==> config.mk <==
export PLATFORM = sky130hd
export DESIGN_NAME = pcs_bar_decode
export DESIGN_NICKNAME = d
export VERILOG_FILES = /design/src/rtl/assert_macros.svh /design/src/rtl/pcs_pkg.sv /design/src/rtl/pcs_bar_decode.sv
export SDC_FILE = /design/constraint.sdc
export NUM_CORES = 1
export LEC_CHECK = 0
export BUFFER_PORTS_ARGS = -buffer_cell sky130_fd_sc_hd__buf_2
export CAP_MARGIN = 20
export CORE_AREA = 2 2 105 107
export DETAILED_ROUTE_END_ITERATION = 12
export DIE_AREA = 0 0 107 109
export PLACE_DENSITY = 0.72
export SLEW_MARGIN = 20
export SYNTH_ARGS = -nofsm -noshare
export SYNTH_HDL_FRONTEND = slang
export SYNTH_SLANG_ARGS = --single-unit
export TNS_END_PERCENT = 50
==> constraint.sdc <==
create_clock -name vclk -period 4.4
set_clock_uncertainty 0.2 [all_clocks]
set_input_delay 0.88 -clock vclk [all_inputs]
set_output_delay 0.88 -clock vclk [all_outputs]
set_load 0.005 [all_outputs]
==> src/rtl/assert_macros.svh <==
`ifndef ASSERT_MACROS_SVH
`define ASSERT_MACROS_SVH

// clocked check, quiet while reset is high
`define PCS_ASSERT(label, clk, rst, prop) \
   label: assert property (@(posedge clk) disable iff (rst) prop) \
      else $error("%m: assertion failed");

// clocked check that also holds across reset
`define PCS_ASSERT_ALWAYS(label, clk, prop) \
   label: assert property (@(posedge clk) prop) else $error("%m: assertion failed");

`endif

==> src/rtl/pcs_pkg.sv <==
package pcs_pkg;

   localparam int WINDOWS = 7;

   localparam logic [63:0] IO_SPACE_BASE  = 64'h0000_0801_fc00_0000;
   localparam logic [63:0] MEM_SPACE_BASE = 64'h0000_0800_0000_0000;
   localparam int          BUS_SHIFT      = 33;

   localparam logic [5:0] COMMAND_WORD   = 6'h01;
   localparam logic [5:0] BAR_FIRST_WORD = 6'h04;
   localparam logic [5:0] BAR_LAST_WORD  = 6'h09;
   localparam logic [5:0] ROM_WORD       = 6'h0c;
   localparam logic [5:0] IRQ_WORD       = 6'h0f;

   localparam logic [2:0] ROM_WINDOW    = 3'd6;
   localparam logic [7:0] LINE_DISABLED = 8'hff;

   localparam logic [1:0] SIZE_8  = 2'd0;
   localparam logic [1:0] SIZE_16 = 2'd1;
   localparam logic [1:0] SIZE_64 = 2'd3;

   typedef enum logic [2:0] {
      CMD_LOAD  = 3'd0,
      CMD_READ  = 3'd1,
      CMD_WRITE = 3'd2,
      CMD_CHECK = 3'd3,
      CMD_IRQ   = 3'd4
   } cmd_type;

   typedef enum logic [1:0] {
      ST_IDLE,
      ST_WORD0,
      ST_WORD1,
      ST_EXTRA
   } state_type;

   typedef struct packed {
      logic        event_hit;
      logic [2:0]  number;
      logic        is_io;
      logic [63:0] base;
      logic [31:0] length;
   } bar_rec_type;

   typedef struct packed {
      logic        valid;
      logic [63:0] read_data;
      logic        allowed;
      logic        bar_event;
      logic [2:0]  bar_number;
      logic        bar_is_io;
      logic [63:0] bar_system_base;
      logic [31:0] bar_length;
      logic        irq_valid;
      logic [7:0]  irq_line;
      logic        last;
   } rsp_type;

endpackage

==> src/rtl/pcs_bar_decode.sv <==
module pcs_bar_decode (
   input  logic [31:0]         word,
   input  logic [31:0]         mask,
   input  logic [31:0]         lane,
   input  logic [31:0]         data,
   input  logic [5:0]          word_index,
   input  logic [7:0]          bus_number,
   output logic [31:0]         new_word,
   output pcs_pkg::bar_rec_type rec
);

   logic [31:0] data_masked;
   logic        full;
   logic        bar_word;
   logic        rom;
   logic [2:0]  number;
   logic        is_io;
   logic        mapped;
   logic [63:0] space_base;
   logic [63:0] bus_offset;
   logic [31:0] bar_base;

   assign data_masked = data & mask;
   assign full        = (lane == '1);
   assign new_word    = (word & ~(mask & lane)) | (data & mask & lane);
   assign rom         = (word_index == pcs_pkg::ROM_WORD);
   assign bar_word    = rom || ((word_index >= pcs_pkg::BAR_FIRST_WORD) &&
                                (word_index <= pcs_pkg::BAR_LAST_WORD));
   assign number      = rom ? pcs_pkg::ROM_WINDOW
                            : 3'(word_index - pcs_pkg::BAR_FIRST_WORD);
   assign is_io       = new_word[0] && !rom;
   assign mapped      = full && bar_word && (data_masked != mask) && (data_masked != '0) &&
                        (!rom || new_word[0]);

   assign space_base  = is_io ? pcs_pkg::IO_SPACE_BASE : pcs_pkg::MEM_SPACE_BASE;
   assign bus_offset  = 64'(bus_number) << pcs_pkg::BUS_SHIFT;
   assign bar_base    = is_io ? (new_word & ~32'h3) : (new_word & ~32'hf);

   always_comb begin
      rec = '0;
      if (mapped) begin
         rec.event_hit = 1'b1;
         rec.number    = number;
         rec.is_io     = is_io;
         rec.base      = space_base + bus_offset + {32'b0, bar_base};
         rec.length    = (~mask | 32'd1) + 32'd1;
      end
   end

endmodule

# Word level (Yosys, flattened, before mapping)
# Cells that the tools add are included.
# word_totals
output_inout_bits,133
ff_bits,0
elab_cells,30
# op_classes
magnitude_cmp,2
n_bitwise,7
n_mux,4
reduce_logical,10
n_addsub,4
eq_ne,3
# ops
cell,count
bitwise AND 32 bit,4
two-way mux 101 bit,1
inverter 32 bit,2
adder 45 x 32 -> 46 bit,1
adder 44 x 41 -> 45 bit,1
two-way mux 33 bit,1
adder 32 x 1 -> 32 bit (second input constant),1
== test 32 bit (second input constant),1
inequality test 32 bit,1
bitwise OR 32 bit,1
nonzero test 32 bit,1
== test 6 x 4 -> 1 bit (second input constant),1
>= comparator 6 x 3 -> 1 bit (second input constant),1
less-or-equal comparator 6 x 4 -> 1 bit (second input constant),1
logical AND 1 bit,6
two-way mux 4 bit,1
two-way mux 3 bit,1
subtractor 3 bit (second input constant),1
logical OR 1 bit,2
zero test 1 bit,1

# Logic depth before layout (Yosys ltp)
# logic_depth
depth_word,9
ltp_mapped,10
depth_no_buf,10

# Least setup slack after synthesis
# Ideal clock, no wire load.
# synth_timing
path_type,input-to-output
startpoint,input word[0]
endpoint,output rec[68] (netlist bit)
slack_ns,0.013
required_ns,3.320
stages,10
arrival_time_ns,3.307
n_path_buf,0
path_cell_list,a21bo_2 > a22oi_1 > ha_1 > inv_1 > fa_1 > nor2b_1 > o31a_1 > o221ai_1 > or3_1 > a21oi_1
# synth_lines
element,line_no,text
"start, declared",pcs_bar_decode.sv:2,"input logic [31:0] word,"
"end, declared",pcs_bar_decode.sv:9,output pcs_pkg::bar_rec_type rec

==> impl_metrics.json <==
{
  "io_buffers": 251,
  "antenna_found_initial": 0,
  "nFillCells": 1162,
  "powerDensity_nw_per_um2": 79.6,
  "grt_pass1_wl_um": 19400,
  "route.vias.total": 3896,
  "power_leakage_nw": 2.23,
  "ant_nets": 0,
  "p_sw_w": 0.000175,
  "setup_viol": 0,
  "yosysSeqAreaShare": 0,
  "drtIter0Drc": 214,
  "drive_gt1_frac": 0.481,
  "die_y_um": 109,
  "maxCapViolCount": 0,
  "num_rows": 38,
  "yosys.area_share.adder": 0.0435,
  "wirelength_um": 13400,
  "hold_class": "primary input to output pin",
  "gp_congestion": 0.900,
  "cp.required_ns": 3.32,
  "die_w_um": 107,
  "core_sq_um": 10600,
  "p_int_w": 0.000159,
  "worst_slew_pin_slew_ns": 0.615,
  "synth_area_sq_um": 2760,
  "design.seq.count": 0,
  "timing.final.crit_share": 0.964,
  "startpoint_type": "primary input",
  "num-clock-buffers": 0,
  "relSlewSlack": 0.580,
  "hold_slack_ns": 1.86,
  "ios": 275,
  "grt_usage": 0.212,
  "fmax_mhz": 236,
  "utilization": 0.396,
  "first_pass_iters": 5,
  "grt_pass1_vias": 3570,
  "viasPerCell": 4.83,
  "synth_warnings": 0,
  "final_net_count": 820,
  "final_cell_mix": "buf_2 (251), nor2_1 (51), nand2_1 (47), nor2b_1 (42), xor2_1 (28)",
  "crit_type": "primary input to output pin",
  "switching_share": 0.525,
  "hold_viol_final": 0,
  "finalWorstSetupSlack_ns": 0.157,
  "vdd_drop_max_v": 0.0000379,
  "slew_violations": 0,
  "critPathMaxStageDelay_ns": 0.39,
  "die_area_sq_um": 11700,
  "p_clk_frac": 0,
  "syn_avg_cell_area_sq_um": 6.67,
  "cp_common_cell": "buf_2",
  "drcViolationCount": 0,
  "final_area_sq_um": 4200,
  "run_status": "complete, no violations",
  "dp_hpwl_um": 11700,
  "yosys.area_share.simple": 0.459,
  "fin_crit_ns": 4.24,
  "syn_to_final_growth_pct": 52.0,
  "crit_chain": "buf_2 > nor4bb_2 > a22oi_2 > ha_2 > inv_1 > fa_1 > nor2b_2 > o31a_1 > o221ai_4 > or3_1 > a21oi_1 > buf_2",
  "yosys-mux-area-fraction": 0.101,
  "placed_area_sq_um": 4160,
  "antenna_cells": 0,
  "layout_commonest_cell": "buf_2",
  "cts_setup_buffers": 0,
  "pre_cts_slack_ns": -0.0359,
  "synth-xor-area-share": 0.108,
  "slowest_stage": "fa_1",
  "syn_inst": 414,
  "critPathCaptureType": "output pin",
  "p_seq_frac": 0,
  "yosysUniqueCellTypes": 53,
  "grt_remaining_overflow": 0,
  "path_max_fanout": 8,
  "holdBufCountCts": 0,
  "pwr-share-comb": 1.000,
  "synth-compound-area-share": 0.157,
  "wire_per_inst_um": 16.6,
  "initial_core_util": 0.260,
  "synth_top_family_by_area": "simple AND/OR/NAND/NOR gates",
  "critical_path_arrival_ns": 3.16,
  "seqCellArea_sq_um": 0,
  "grt_max_degree": 47
}
## worst max-delay path: cells and delay by family
family / cells / cell delay, ns
AOI/OAI and AO/OA: 4 / 0.74
buffers and inverters: 3 / 0.29
adders and majority gates: 2 / 0.60
and+or+nand+nor: 3 / 0.65
## cell usage after synthesis (all sizes together), types with 2 or more instances
library cell  number  area share
nor2              51       0.069
nand2             47       0.064
nor2b             43       0.097
buf               38       0.099
xor2              28       0.089
mux2              24       0.098
inv               18       0.024
a22oi             17       0.046
nand4             15       0.034
nor3              14       0.034
o21ai             13       0.024
nor4              12       0.050
or3               10       0.023
ha                 8       0.036
nand2b             7       0.016
or4                7       0.022
a2111oi            6       0.019
a21oi              6       0.011
xnor2              6       0.019
clkbuf             5      0.0068
a211oi             4       0.011
nand3              4      0.0072
nor3b              3      0.0082
and3               2      0.0045
nor4b              2       0.011
o2111a             2      0.0082
o211ai             2      0.0054
o21a               2      0.0054
or2                2      0.0045
## final cells by class
type,instances,area (sq um),share of cell area
Multi-Input combinational cell,376,2520,0.601
Inverter,18,67.6,0.0161
Timing Repair Buffer,273,1430,0.342
Tap cell,140,175,0.0417
## timing repair
action / CTS / global route
pin swaps: 0 / 3
endpoints found under the setup margin: 4 / 10
gates resized for setup: 1 / 6
## power groups by stage
stage | Combinational [W] | Sequential [W] | Clock (W)
global route | 0.000368 | 0 | 0
floorplan | 0.000166 | 0 | 0
detailed placement | 0.000325 | 0 | 0
finish | 0.000334 | 0 | 0
CTS | 0.000328 | 0 | 0
global placement | 0.000323 | 0 | 0
## logic make-up (layout without fill, tap and decap cells)
group           Yosys count  after routing
buf+inv                  61            291
compound gates           61             61
other cells               1             24
fa+ha+maj                 9              9
mux                      25             25
simple gates            223            223
xor+xnor                 34             34
## layer usage
layer / routed length (um) / up-vias / global-route usage
met5: 0 / - / 0
met4: 162 / 0 / 0.0223
met3: 774 / 10 / 0.0120
met2: 6570 / 191 / 0.383
met1: 5880 / 1769 / 0.288
li1: - / 1926 / -
## per-stage QoR
stage          std cells  TNS [ns]  power (W)
2_1_floorplan        437         0   0.000166
3_3_place_gp         807         0   0.000323
3_5_place_dp         807    -0.121   0.000325
4_1_cts              807         0   0.000328
5_1_grt              807  -0.00832   0.000368
6_report             807         0   0.000334
## final timing paths
check / from / end / slack [ns] / depth (start not counted)
min: word[14] / new_word[14] / 1.86 / 4
max: word_index[2] / rec[68] / 0.16 / 12
Power figures use the tool's default switching activity.
